[src/hdl/ect_pkg.sv]
`timescale 1ns / 1ps
// Package for the epoch checkpoint table: constants, codes and the
// structs shared by all modules. No dependencies.
package ect_pkg;

  localparam int unsigned TABLE_DEPTH = 16;
  localparam int unsigned IDX_W = (TABLE_DEPTH > 1) ? $clog2(TABLE_DEPTH) : 1;
  localparam int unsigned CNT_W = $clog2(TABLE_DEPTH + 1);
  localparam int unsigned DATA_W = 64;
  localparam int unsigned CFG_IDX_W = 1;

  localparam logic [DATA_W-1:0] MAX_U64 = '1;
  localparam logic [DATA_W-1:0] WARN_RESET = 64'd3600000000000;
  localparam logic [DATA_W-1:0] REJECT_RESET = 64'd86400000000000;

  localparam logic [CFG_IDX_W-1:0] REG_WARN_AGE = 1'b0;
  localparam logic [CFG_IDX_W-1:0] REG_REJECT_AGE = 1'b1;

  localparam logic OP_INSERT = 1'b0;
  localparam logic OP_LOOKUP = 1'b1;

  localparam logic ST_OK = 1'b0;
  localparam logic ST_MISS = 1'b1;

  typedef enum logic [1:0] {
    STALE_FRESH,
    STALE_WARN,
    STALE_REJECT
  } stale_e;

  typedef enum logic [3:0] {
    S_IDLE,
    S_FIND,
    S_MIN,
    S_WRITE,
    S_TOP,
    S_AGE,
    S_REJ,
    S_WARN,
    S_DONE
  } state_e;

  typedef struct packed {
    logic              op;
    logic [DATA_W-1:0] entry_epoch;
    logic [DATA_W-1:0] entry_time;
    logic [DATA_W-1:0] entry_log_size;
    logic [DATA_W-1:0] now;
  } in_t;

  typedef struct packed {
    logic              status;
    logic [DATA_W-1:0] found_time;
    logic [DATA_W-1:0] found_log_size;
    logic [DATA_W-1:0] latest_seen_epoch;
    logic [1:0]        staleness;
  } out_t;

  typedef struct packed {
    logic [DATA_W-1:0] epoch;
    logic [DATA_W-1:0] ts;
    logic [DATA_W-1:0] size;
  } entry_t;

  typedef struct packed {
    logic             en;
    logic [IDX_W-1:0] addr;
    entry_t           data;
  } mem_wr_t;

  typedef struct packed {
    logic [DATA_W-1:0] a;
    logic [DATA_W-1:0] b;
  } cmp_req_t;

  typedef struct packed {
    logic              eq;
    logic              lt;
    logic [DATA_W-1:0] diff;
  } cmp_rsp_t;

  typedef struct packed {
    logic [DATA_W-1:0] warn_age_ns;
    logic [DATA_W-1:0] reject_age_ns;
  } cfg_t;

endpackage

[src/hdl/epoch_checkpoint_table.sv]
`timescale 1ns / 1ps
// Epoch checkpoint table top level: config registers, store, compare unit
// and sequencer. Depends on ect_pkg, ect_store, ect_alu, ect_seq.
// Each operation scans the table; an insert into a full table also scans for
// the smallest epoch to evict.
// One item at a time: next start is taken in the cycle after done_o; receiver cannot stall.
// Reset (async, low) empties the table, zeroes latest epoch, loads thresholds.
module epoch_checkpoint_table (
  input  logic                          clk_i,
  input  logic                          rst_ni,
  input  logic                          start,
  output logic                          busy,
  input  ect_pkg::in_t                  in_i,
  output logic                          done_o,
  output ect_pkg::out_t                 res_o,
  input  logic                          cfg_we_i,
  input  logic [ect_pkg::CFG_IDX_W-1:0] cfg_idx_i,
  input  logic [ect_pkg::DATA_W-1:0]    cfg_wdata_i
);
  import ect_pkg::*;

  cfg_t     cfg_q;
  cmp_req_t cmp_req;
  cmp_rsp_t cmp_rsp;
  mem_wr_t  wr;
  logic [IDX_W-1:0] raddr;
  entry_t   rd;

  always_ff @(posedge clk_i or negedge rst_ni) begin
    if (!rst_ni) begin
      cfg_q.warn_age_ns   <= WARN_RESET;
      cfg_q.reject_age_ns <= REJECT_RESET;
    end else if (cfg_we_i) begin
      case (cfg_idx_i)
        REG_WARN_AGE:   cfg_q.warn_age_ns <= cfg_wdata_i;
        REG_REJECT_AGE: cfg_q.reject_age_ns <= cfg_wdata_i;
        default: ;
      endcase
    end
  end

  ect_store u_store (
    .clk_i   (clk_i),
    .wr_i    (wr),
    .raddr_i (raddr),
    .rd_o    (rd)
  );

  ect_alu u_alu (
    .req_i (cmp_req),
    .rsp_o (cmp_rsp)
  );

  ect_seq u_seq (
    .clk_i     (clk_i),
    .rst_ni    (rst_ni),
    .start     (start),
    .busy      (busy),
    .in_i      (in_i),
    .done_o    (done_o),
    .res_o     (res_o),
    .cfg_i     (cfg_q),
    .cmp_req_o (cmp_req),
    .cmp_rsp_i (cmp_rsp),
    .wr_o      (wr),
    .raddr_o   (raddr),
    .rd_i      (rd)
  );

endmodule

[src/hdl/ect_store.sv]
`timescale 1ns / 1ps
// Checkpoint storage: one write port, one read port with registered data.
// Depends on ect_pkg.
module ect_store (
  input  logic                  clk_i,
  input  ect_pkg::mem_wr_t      wr_i,
  input  logic [ect_pkg::IDX_W-1:0] raddr_i,
  output ect_pkg::entry_t       rd_o
);
  import ect_pkg::*;

  entry_t mem_q [TABLE_DEPTH];
  entry_t rd_q;

  always_ff @(posedge clk_i) begin
    if (wr_i.en) begin
      mem_q[wr_i.addr] <= wr_i.data;
    end
  end

  always_ff @(posedge clk_i) begin
    rd_q <= mem_q[raddr_i];
  end

  assign rd_o = rd_q;

endmodule

[src/hdl/ect_alu.sv]
`timescale 1ns / 1ps
// Shared 64-bit compare and subtract unit: a == b, a < b, a - b.
// Depends on ect_pkg.
module ect_alu (
  input  ect_pkg::cmp_req_t req_i,
  output ect_pkg::cmp_rsp_t rsp_o
);
  import ect_pkg::*;

  logic [DATA_W:0] sub;

  assign sub = {1'b0, req_i.a} - {1'b0, req_i.b};

  assign rsp_o.eq = (req_i.a == req_i.b);
  assign rsp_o.lt = sub[DATA_W];
  assign rsp_o.diff = sub[DATA_W-1:0];

endmodule

[src/hdl/ect_seq.sv]
`timescale 1ns / 1ps
// Sequencer for the checkpoint table: table scans, insert, age and class.
// Drives the shared compare unit and the store. Depends on ect_pkg.
module ect_seq (
  input  logic                clk_i,
  input  logic                rst_ni,
  input  logic                start,
  output logic                busy,
  input  ect_pkg::in_t        in_i,
  output logic                done_o,
  output ect_pkg::out_t       res_o,
  input  ect_pkg::cfg_t       cfg_i,
  output ect_pkg::cmp_req_t   cmp_req_o,
  input  ect_pkg::cmp_rsp_t   cmp_rsp_i,
  output ect_pkg::mem_wr_t    wr_o,
  output logic [ect_pkg::IDX_W-1:0] raddr_o,
  input  ect_pkg::entry_t     rd_i
);
  import ect_pkg::*;

  state_e            state_q, state_d;
  logic [CNT_W-1:0]  idx_q, idx_d;
  logic              pend_q, pend_d;
  logic [IDX_W-1:0]  pidx_q, pidx_d;
  logic [CNT_W-1:0]  used_q, used_d;
  logic [DATA_W-1:0] top_q, top_d;
  in_t               inp_q, inp_d;
  logic [IDX_W-1:0]  slot_q, slot_d;
  logic              hit_q, hit_d;
  logic [DATA_W-1:0] low_q, low_d;
  logic [DATA_W-1:0] ftime_q, ftime_d;
  logic [DATA_W-1:0] fsize_q, fsize_d;
  logic [DATA_W-1:0] tage_q, tage_d;
  logic [DATA_W-1:0] age_q, age_d;
  stale_e            class_q, class_d;
  logic              scan_issue;
  logic              scan_end;
  logic              find_hit;
  logic              find_over;

  always_ff @(posedge clk_i or negedge rst_ni) begin
    if (!rst_ni) begin
      state_q <= S_IDLE;
      idx_q   <= '0;
      pend_q  <= 1'b0;
      used_q  <= '0;
      top_q   <= '0;
    end else begin
      state_q <= state_d;
      idx_q   <= idx_d;
      pend_q  <= pend_d;
      used_q  <= used_d;
      top_q   <= top_d;
    end
  end

  always_ff @(posedge clk_i) begin
    pidx_q  <= pidx_d;
    inp_q   <= inp_d;
    slot_q  <= slot_d;
    hit_q   <= hit_d;
    low_q   <= low_d;
    ftime_q <= ftime_d;
    fsize_q <= fsize_d;
    tage_q  <= tage_d;
    age_q   <= age_d;
    class_q <= class_d;
  end

  assign scan_issue = (idx_q < used_q);
  assign scan_end = !pend_q && !scan_issue;
  assign raddr_o = idx_q[IDX_W-1:0];

  always_comb begin
    state_d   = state_q;
    idx_d     = idx_q;
    pend_d    = pend_q;
    pidx_d    = pidx_q;
    used_d    = used_q;
    top_d     = top_q;
    inp_d     = inp_q;
    slot_d    = slot_q;
    hit_d     = hit_q;
    low_d     = low_q;
    ftime_d   = ftime_q;
    fsize_d   = fsize_q;
    tage_d    = tage_q;
    age_d     = age_q;
    class_d   = class_q;
    cmp_req_o = '{a: rd_i.epoch, b: inp_q.entry_epoch};
    wr_o      = '{en: 1'b0, addr: slot_q,
                  data: '{epoch: inp_q.entry_epoch, ts: inp_q.entry_time,
                          size: inp_q.entry_log_size}};
    find_hit  = 1'b0;
    find_over = 1'b0;

    if (state_q == S_FIND || state_q == S_MIN || state_q == S_TOP) begin
      if (scan_issue) begin
        idx_d  = idx_q + CNT_W'(1);
        pend_d = 1'b1;
        pidx_d = idx_q[IDX_W-1:0];
      end else begin
        pend_d = 1'b0;
      end
    end

    case (state_q)
      S_IDLE: begin
        if (start) begin
          inp_d   = in_i;
          idx_d   = '0;
          pend_d  = 1'b0;
          hit_d   = 1'b0;
          ftime_d = '0;
          fsize_d = '0;
          state_d = S_FIND;
        end
      end
      S_FIND: begin
        if (pend_q && cmp_rsp_i.eq) begin
          find_hit  = 1'b1;
          find_over = 1'b1;
          hit_d     = 1'b1;
          slot_d    = pidx_q;
          if (inp_q.op == OP_LOOKUP) begin
            ftime_d = rd_i.ts;
            fsize_d = rd_i.size;
          end
        end else if (scan_end) begin
          find_over = 1'b1;
        end
        if (find_over) begin
          idx_d  = '0;
          pend_d = 1'b0;
          if (inp_q.op == OP_LOOKUP) begin
            state_d = S_TOP;
          end else if (find_hit) begin
            state_d = S_WRITE;
          end else if (used_q != CNT_W'(TABLE_DEPTH)) begin
            slot_d  = used_q[IDX_W-1:0];
            used_d  = used_q + CNT_W'(1);
            state_d = S_WRITE;
          end else begin
            low_d   = MAX_U64;
            slot_d  = '0;
            state_d = S_MIN;
          end
        end
      end
      S_MIN: begin
        cmp_req_o = '{a: rd_i.epoch, b: low_q};
        if (pend_q && cmp_rsp_i.lt) begin
          low_d  = rd_i.epoch;
          slot_d = pidx_q;
        end
        if (scan_end) begin
          state_d = S_WRITE;
        end
      end
      S_WRITE: begin
        wr_o.en   = 1'b1;
        cmp_req_o = '{a: top_q, b: inp_q.entry_epoch};
        if (cmp_rsp_i.lt) begin
          top_d = inp_q.entry_epoch;
        end
        idx_d   = '0;
        pend_d  = 1'b0;
        state_d = S_TOP;
      end
      S_TOP: begin
        cmp_req_o = '{a: rd_i.epoch, b: top_q};
        if (pend_q && cmp_rsp_i.eq) begin
          tage_d  = rd_i.ts;
          pend_d  = 1'b0;
          state_d = S_AGE;
        end else if (scan_end) begin
          age_d   = '0;
          state_d = S_REJ;
        end
      end
      S_AGE: begin
        cmp_req_o = '{a: inp_q.now, b: tage_q};
        age_d = (!cmp_rsp_i.lt && !cmp_rsp_i.eq) ? cmp_rsp_i.diff : '0;
        state_d = S_REJ;
      end
      S_REJ: begin
        cmp_req_o = '{a: age_q, b: cfg_i.reject_age_ns};
        if (used_q == '0 || !cmp_rsp_i.lt) begin
          class_d = STALE_REJECT;
          state_d = S_DONE;
        end else begin
          state_d = S_WARN;
        end
      end
      S_WARN: begin
        cmp_req_o = '{a: age_q, b: cfg_i.warn_age_ns};
        class_d = cmp_rsp_i.lt ? STALE_FRESH : STALE_WARN;
        state_d = S_DONE;
      end
      S_DONE: begin
        state_d = S_IDLE;
      end
      default: begin
        state_d = S_IDLE;
      end
    endcase
  end

  assign busy = (state_q != S_IDLE);
  assign done_o = (state_q == S_DONE);
  assign res_o = '{
    status:            (inp_q.op == OP_LOOKUP && !hit_q) ? ST_MISS : ST_OK,
    found_time:        ftime_q,
    found_log_size:    fsize_q,
    latest_seen_epoch: top_q,
    staleness:         class_q
  };

  a_used_bound: assert property (@(posedge clk_i) disable iff (!rst_ni)
    used_q <= CNT_W'(TABLE_DEPTH))
    else $error("used count past table depth");

  a_start_find: assert property (@(posedge clk_i) disable iff (!rst_ni)
    (start && state_q == S_IDLE) |=> (state_q == S_FIND))
    else $error("accepted transfer did not start a scan");

  a_done_path: assert property (@(posedge clk_i) disable iff (!rst_ni)
    $rose(done_o) |-> ($past(state_q) == S_REJ || $past(state_q) == S_WARN))
    else $error("result strobe without staleness step");

  a_done_pulse: assert property (@(posedge clk_i) disable iff (!rst_ni)
    done_o |=> !busy)
    else $error("result strobe longer than one cycle");

  a_miss_zero: assert property (@(posedge clk_i) disable iff (!rst_ni)
    (done_o && res_o.status == ST_MISS) |-> (ftime_q == '0 && fsize_q == '0))
    else $error("miss carries entry data");

  a_top_mono: assert property (@(posedge clk_i) disable iff (!rst_ni)
    top_q >= $past(top_q))
    else $error("latest epoch decreased");

endmodule

[config.mk]
export PLATFORM = sky130hd
export DESIGN_NAME = epoch_checkpoint_table
export DESIGN_NICKNAME = d
export VERILOG_FILES = /design/src/hdl/ect_pkg.sv /design/src/hdl/epoch_checkpoint_table.sv /design/src/hdl/ect_store.sv /design/src/hdl/ect_alu.sv /design/src/hdl/ect_seq.sv
export SDC_FILE = /design/constraint.sdc
export NUM_CORES = 2
export LEC_CHECK = 0
export ABC_CLOCK_PERIOD_IN_PS = 23400
export BUFFER_PORTS_ARGS = -buffer_cell sky130_fd_sc_hd__buf_2
export CAP_MARGIN = 20
export CORE_AREA = 2 2 588 590
export CTS_CLUSTER_DIAMETER = 50
export DETAILED_ROUTE_END_ITERATION = 12
export DIE_AREA = 0 0 590 592
export GPL_ROUTABILITY_DRIVEN = 0
export PLACE_DENSITY_LB_ADDON = 0.3
export SLEW_MARGIN = 0
export SYNTH_ARGS = -nofsm -noshare
export SYNTH_HDL_FRONTEND = slang
export SYNTH_SLANG_ARGS = --single-unit
[constraint.sdc]
create_clock -name clk_i -period 23.4 [get_ports clk_i]
set_input_delay 2.34 -clock clk_i [delete_from_list [all_inputs] [get_ports clk_i]]
set_output_delay 2.34 -clock clk_i [all_outputs]
set_load 0.05 [all_outputs]
Word-level counts from Yosys, hierarchy flattened
Memories as Yosys holds them, arrays and structs flattened. A register that Yosys moved wholly into a read port is not among the register bits.
Cells that the tools add are included.

storage, ports and cells
  input port bits = 326
  memories kept = 1
  RAM bits = 3,072
  bits in registers = 795
  word-level logic and storage cells = 147
  output and inout bits = 197

cells by class
  bitwise operators = 3
  reductions and logical operators = 34
  magnitude comparators = 1
  eq/ne operators = 23
  mux-type cells = 61
  add/subtract/negate cells = 3

memories
  memory         depth  bits a word  read ports  clocked after Yosys merged registers in  write ports  line             RTL
  u_store.mem_q  16     192          1           1                                        1            ect_store.sv:12  entry_t mem_q [TABLE_DEPTH];

operator list
  cell                                                                   count
  64-bit 2-to-1 mux                                                      13
  128-bit one-hot mux with 6 select lines                                1
  64-bit one-hot mux with 2 select lines                                 4
  64-bit by 64-bit subtractor with 65-bit output                         1
  64-bit equality test                                                   1
  4-bit 2-to-1 mux                                                       14
  4-bit one-hot mux with 8 select lines                                  1
  5-bit 2-to-1 mux                                                       4
  1-bit 2-to-1 mux                                                       18
  4-bit by 3-bit equality test with 1-bit output, second input constant  4
  2-bit != test, second input constant                                   8
  2-bit AND reduction                                                    8
  5-bit one-hot mux with 3 select lines                                  1
  5-bit by 1-bit adder with 5-bit output, second input constant          2
  4-bit by 2-bit equality test with 1-bit output, second input constant  2
  2-bit by 1-bit != test with 1-bit output, second input constant        4
  4-bit one-hot mux with 2 select lines                                  1
  4-bit AND reduction                                                    2
  2-bit nonzero test                                                     4
  3-bit AND reduction                                                    2
  6-bit AND reduction                                                    1
  1-bit logical AND                                                      5
  1-bit logical NOT                                                      5
  5-bit logical NOT                                                      1
  14 further kinds                                                       18

Longest topological paths before layout
  depth after elaboration = 10
  gate-level depth with buffers = 23
  gate-level depth less buffers = 18

Cells and area by module
A second synthesis with hierarchy kept.

second synthesis, totals
  cells, all modules = 7,781
  area, all modules = 155,793.2 sq um

by module, submodules not included
  module                  sequential area each (sq um)  cells an instance  area each (sq um)  times used
  ect_store               96,092.2                      5,024              118,802.7          1
  ect_seq                 19,633.8                      1,826              27,525.1           1
  epoch_checkpoint_table  3,238.1                       271                5,166.2            1
  ect_alu                 0.0                           660                4,299.1            1

Least setup slack after synthesis
OpenSTA, ideal clock, no wires.

  path type = reg-to-reg
  from = reg u_seq.state_q[1]
  to = reg u_seq.fsize_q[0], enable pin
  arrival = 16.094 ns
  data required time = 22.471 ns
  path buffers = 5
  setup slack = 6.377 ns
  clock period less this slack = 17.023 ns
  cell stages (with the launch flop) = 17
  library setup time = 0.929 ns
  path through = dfrtp_1 > clkbuf_1 > nor3_1 > and2_1 > clkbuf_1 > clkbuf_1 > clkbuf_1 > a22oi_1 > o211a_1 > ha_1 > nand4_1 > or4_1 > nor4b_2 > and2_1 > buf_2 > a31oi_1 > nor4_1

between the ends
  longest elaborated chain between the ends = 6
  elaborated cells on any way between the ends = 16
  classes of those cells = 11 x eq/ne; 1 x mux; 4 x reduce/logical

RTL lines
  what                                                                                                                     line            RTL
  start: declaration                                                                                                       ect_seq.sv:21   state_e state_q, state_d;
  start signal: assignment                                                                                                 ect_seq.sv:49   state_q <= state_d;
  4-bit by 3-bit equality test with 1-bit output / 4-bit by 2-bit equality test with 1-bit output (equally long branches)  ect_seq.sv:107  case (state_q)
  128-bit one-hot mux with 6 select lines                                                                                  ect_seq.sv:107
  64-bit equality test                                                                                                     ect_alu.sv:14   assign rsp_o.eq = (req_i.a == req_i.b);
  1-bit logical AND                                                                                                        ect_seq.sv:120  if (pend_q && cmp_rsp_i.eq) begin
  2-bit != test (no line)                                                                                                  n/a
  4-bit AND reduction (no line) (*)                                                                                        n/a
  end signal: assignment                                                                                                   ect_seq.sv:64   fsize_q <= fsize_d;
  end: declaration                                                                                                         ect_seq.sv:32   logic [DATA_W-1:0] fsize_q, fsize_d;

Mark *: on every way between the ends. The rest lies on a longest branch, timed or not.
A chain may end at the register's enable or synchronous reset.

Worst setup path in the final report
  from = reg u_seq.state_q[2]
  to = reg u_seq.low_q[27], enable pin

between the ends
  longest elaborated chain between the ends = 8
  elaborated cells on any way between the ends = 23
  classes of those cells = 1 x add/sub; 13 x eq/ne; 5 x mux; 4 x reduce/logical

RTL lines
  what                                                                                    line           RTL
  branches (longest 7 deep; another with 64-bit by 64-bit subtractor with 65-bit output)  n/a
  6-bit AND reduction (no line) (*)                                                       n/a
  end signal: assignment                                                                  ect_seq.sv:62  low_q <= low_d;
  end: declaration                                                                        ect_seq.sv:30  logic [DATA_W-1:0] low_q, low_d;

Every way passes the cells marked *. The select of a mux whose other input is x is not followed.

==> results.cfg <==
[outcome]
status = completed

[clock_tree]
clockBufferDepth = 4
clock-root-buffer = clkbuf_16
cts_setup_buffers = 0
cts_buffers = 442
cts_sinks = 4059
clkTransAtPathRegs_ps = 60
cts_resized = 0
cts_hold_buf = 0
clkLatencyLatePin_ps = 1000
cts_tree = built
h-tree-depth = 5

[synthesis]
yosys.area_share.adder = 0.005903
ys_types = 81
synth-compound-area-share = 0.02709
synthSimpleGateAreaFrac = 0.02455
synth_mux_area_frac = 0.1547
synth_xor_area_frac = 0.003756
netlist_area_sq_mm = 0.1539
synthCells = 6984
ys_async_sr_fraction = 0.05100
synth_seq_cells = 4059
ys_seq_area_frac = 0.7731
synth_top_area_frac = 0.7142
yosys-top-cells-area = edfxtp_1, mux4_2, dfrtp_1, dfxtp_1, mux2_2
ys_warn_count = 0
synth_edf_count = 3660
syn_avg_cell_area_sq_um = 22.03
synth_top_family_by_area = multiplexers
yosys_most_used_dff = edfxtp_1
syn-num-nets = 7382
synth.largest_area_cell = edfxtp_1

[timing]
setup_violations = 0
worst_slack_ps = 15120
setup_tns_ps = 0
worst_pin_slew_ps = 1201
fin_hold_ws_ps = 487.8
min_period_ps = 8280
relSlewSlack = 0.1996
slew_violations = 0
fmax_mhz = 120.8
period_share = 0.3539
hold_viol_final = 0
skew_ps = 74.60
rsz0062_at_grt = no

[placement]
numPortBuffers = 522
dp_slack_ps = 15350
placed_cells = 11820
hpwl_mm = 235.3

[floorplanning]
rows = 215
core_sq_mm = 0.3424
num_io_pins = 523
die_area_sq_mm = 0.3493
die_h_microns = 592
dieWidth_microns = 590
start_util = 0.4494

[routing]
drc = 0
routedWlPerCell_microns = 32.40
viasPerCell = 5.950
ant_nets = 0
drt_first_iter_violations = 9379
routed_wl_mm = 411.5
firstDrtPassIters = 8
num_vias = 75570

[global_routing]
grt_pass1_vias = 76320
grt_pass1_wl_mm = 577.3
grt_usage = 0.2328
antenna_found_initial = 84
grt_remaining_overflow = 0
grt_max_degree = 141

[power_and_ir_drop]
p_per_area_mw_per_mm2 = 128.2
leakage_nw = 57.15
ir_drop_mv = 0.1161

[finish]
fin_nets = 8108
fin_cells = 12700
syn2layout_area_growth_pct = 15.36
drive_gt1_frac = 0.3219

[worst_setup_path]
cp.arrival_ps = 8860
worst-path-buf-inv = 5
cpMaxStageDelayCell = a21oi_4
worstPathRequired_ps = 23980
path_max_fanout = 53
critPathMaxStageDelay_ps = 830
crit_path_cell_trace = inv_1 > nor3_2 > buf_4 > and2_4 > buf_4 > buf_4 > a22oi_1 > nand2_1 > a221oi_1 > ha_1 > nand4_1 > and3b_1 > nand4_1 > nor4b_2 > and2_1 > nor2_1 > a21oi_4 > buf_4
cp-end-kind = flop
criticalPathCategory = reg2reg
start_kind = flop
cpLargestDelayFamily = simple AND/OR/NAND/NOR gates
crit_top_cell = buf_4

[flow_run]
maxCapViolCount = 0

[min_path]
worstHoldPathType = reg2reg
==> worst register-to-register path, delay by kind of cell, from the launching register on <==
kind / cells / cell delay [ps]
flip-flops: 1 / 590
buffers and inverters: 5 / 2470
adder cells (fa/ha/maj): 1 / 510
AND/OR/NAND/NOR: 9 / 3190
AO/OA/AOI/OAI: 3 / 1060
==> kinds of logic after synthesis <==
group / Yosys count
buf+inv: 399
fa+ha+maj: 72
mux: 1155
simple gates: 683
flops: 4059
compound gates: 550
xor+xnor: 66
==> metrics by stage <==
stage	total power (W)	cell area [sq um]	utilization
floorplan	0.01392	153900	-
global route	0.02364	177500	0.5183
detailed placement	0.01568	162100	0.4733
global placement	0.01561	162100	0.4733
finish	0.02277	177500	0.5184
CTS	0.02286	177300	0.5179
==> flip-flops by register name, indices dropped and copies added, names as in the netlist <==
signal,flops
cfg_q,128
u_seq.tage_q,64
u_seq.age_q,64
u_seq.top_q,64
u_store.rd_o,192
u_seq.pend_q,1
u_seq.idx_q,5
u_seq.state_q,4
u_seq.pidx_q,4
u_seq.slot_q,4
u_seq.hit_q,1
u_seq.fsize_q,64
u_seq.used_q,5
u_seq.wr_o,192
u_store.mem_q,3072
u_seq.ftime_q,64
u_seq.inp_q,65
u_seq.low_q,64
u_seq.class_q,2
==> Yosys cell counts (5+ instances only) <==
master    count
a21boi_0      5
a21o_1       49
a21oi_1      85
a21oi_2       5
a221o_1      18
a221oi_1     52
a222oi_1     63
a22o_1       19
a22oi_1     111
a31oi_1      15
and2_1      138
and3_1        6
buf_1        49
buf_12        5
buf_2        10
buf_6         9
clkbuf_1    296
dfrtp_1     179
dfstp_2      28
dfxtp_1     192
edfxtp_1   3660
ha_1         71
inv_1        24
mux2_1       60
mux2_2      132
mux4_2      960
nand2_1     220
nand2b_1     73
nand3_1      19
nand4_1      25
nor2_1       82
nor2_2       12
nor2_4       49
nor2b_1      12
nor3_1       19
o211a_1      17
o211ai_1      7
o21a_1        8
o21ai_0      41
o21ai_1       5
o21bai_1     20
o22ai_1       5
xnor2_1      34
xor2_1       32
==> cell type report <==
class	instances	area, sq um
fillers	26520	164900
flip-flops and latches	4059	119000
multi-input cells	2526	33470
clock buffers	576	12150
well taps	4557	5702
repair buffers	657	3901
clock inverters	263	3117
diodes	39	97.59
inverters	24	95.09
==> metal layers <==
metal	vias to the layer above	track usage	part of all wire
met2	3347	0.3824	0.49
met5	-	0	0.000032
met4	2	0.09886	0.045
met3	730	0.03492	0.071
met1	40730	0.3126	0.39
li1	30770	-	-
==> worst paths after layout <==
path	startpoint	end	slack, ps	cells past startpoint
min in group asynchronous	rst_ni	u_seq.top_q[51]	1370	1
hold / removal	u_store.rd_o[23]	u_seq.fsize_q[23]	490	1
max in group asynchronous	rst_ni	u_seq.top_q[22]	20590	2
setup / recovery	u_seq.state_q[2]	u_seq.low_q[27]	15120	18
hold reg to reg	u_store.rd_o[23]	u_seq.fsize_q[23]	490	1
setup reg to reg	u_seq.state_q[2]	u_seq.low_q[27]	15120	18
==> report_power, final <==
group          internal [W]  leakage [nW]  switching, W
Clock               0.00420          7.42       0.00297
Combinational       0.00237          12.7       0.00367
Sequential          0.00880          37.0      0.000759
Total                0.0154          57.1       0.00740
==> cells in the final DEF (no fill, tap or decap), types with 22 or more instances in the layout <==
| cell | instances |
|---|---|
| clkbuf_16 | 448 |
| nand4_1 | 25 |
| clkinvlp_4 | 23 |
| nor2_4 | 63 |
| clkbuf_8 | 46 |
| mux2_1 | 60 |
| and2_1 | 134 |
| clkbuf_1 | 82 |
| nor2_1 | 68 |
| mux4_2 | 960 |
| a221oi_1 | 52 |
| nand2b_1 | 73 |
| inv_6 | 30 |
| diode_2 | 39 |
| dfxtp_1 | 192 |
| a22oi_1 | 111 |
| clkinv_1 | 47 |
| clkinv_4 | 22 |
| dfrtp_1 | 174 |
| xnor2_1 | 34 |
| xor2_1 | 32 |
| buf_2 | 521 |
| clkinv_2 | 55 |
| o21ai_0 | 41 |
| buf_4 | 115 |
| bufinv_16 | 44 |
| edfxtp_1 | 3660 |
| mux2_2 | 132 |
| ha_1 | 71 |
| a21oi_1 | 84 |
| a222oi_1 | 63 |
| a21o_1 | 48 |
| inv_1 | 23 |
| nand2_1 | 219 |
| dfstp_2 | 28 |
Power figures use the tool's default switching activity.
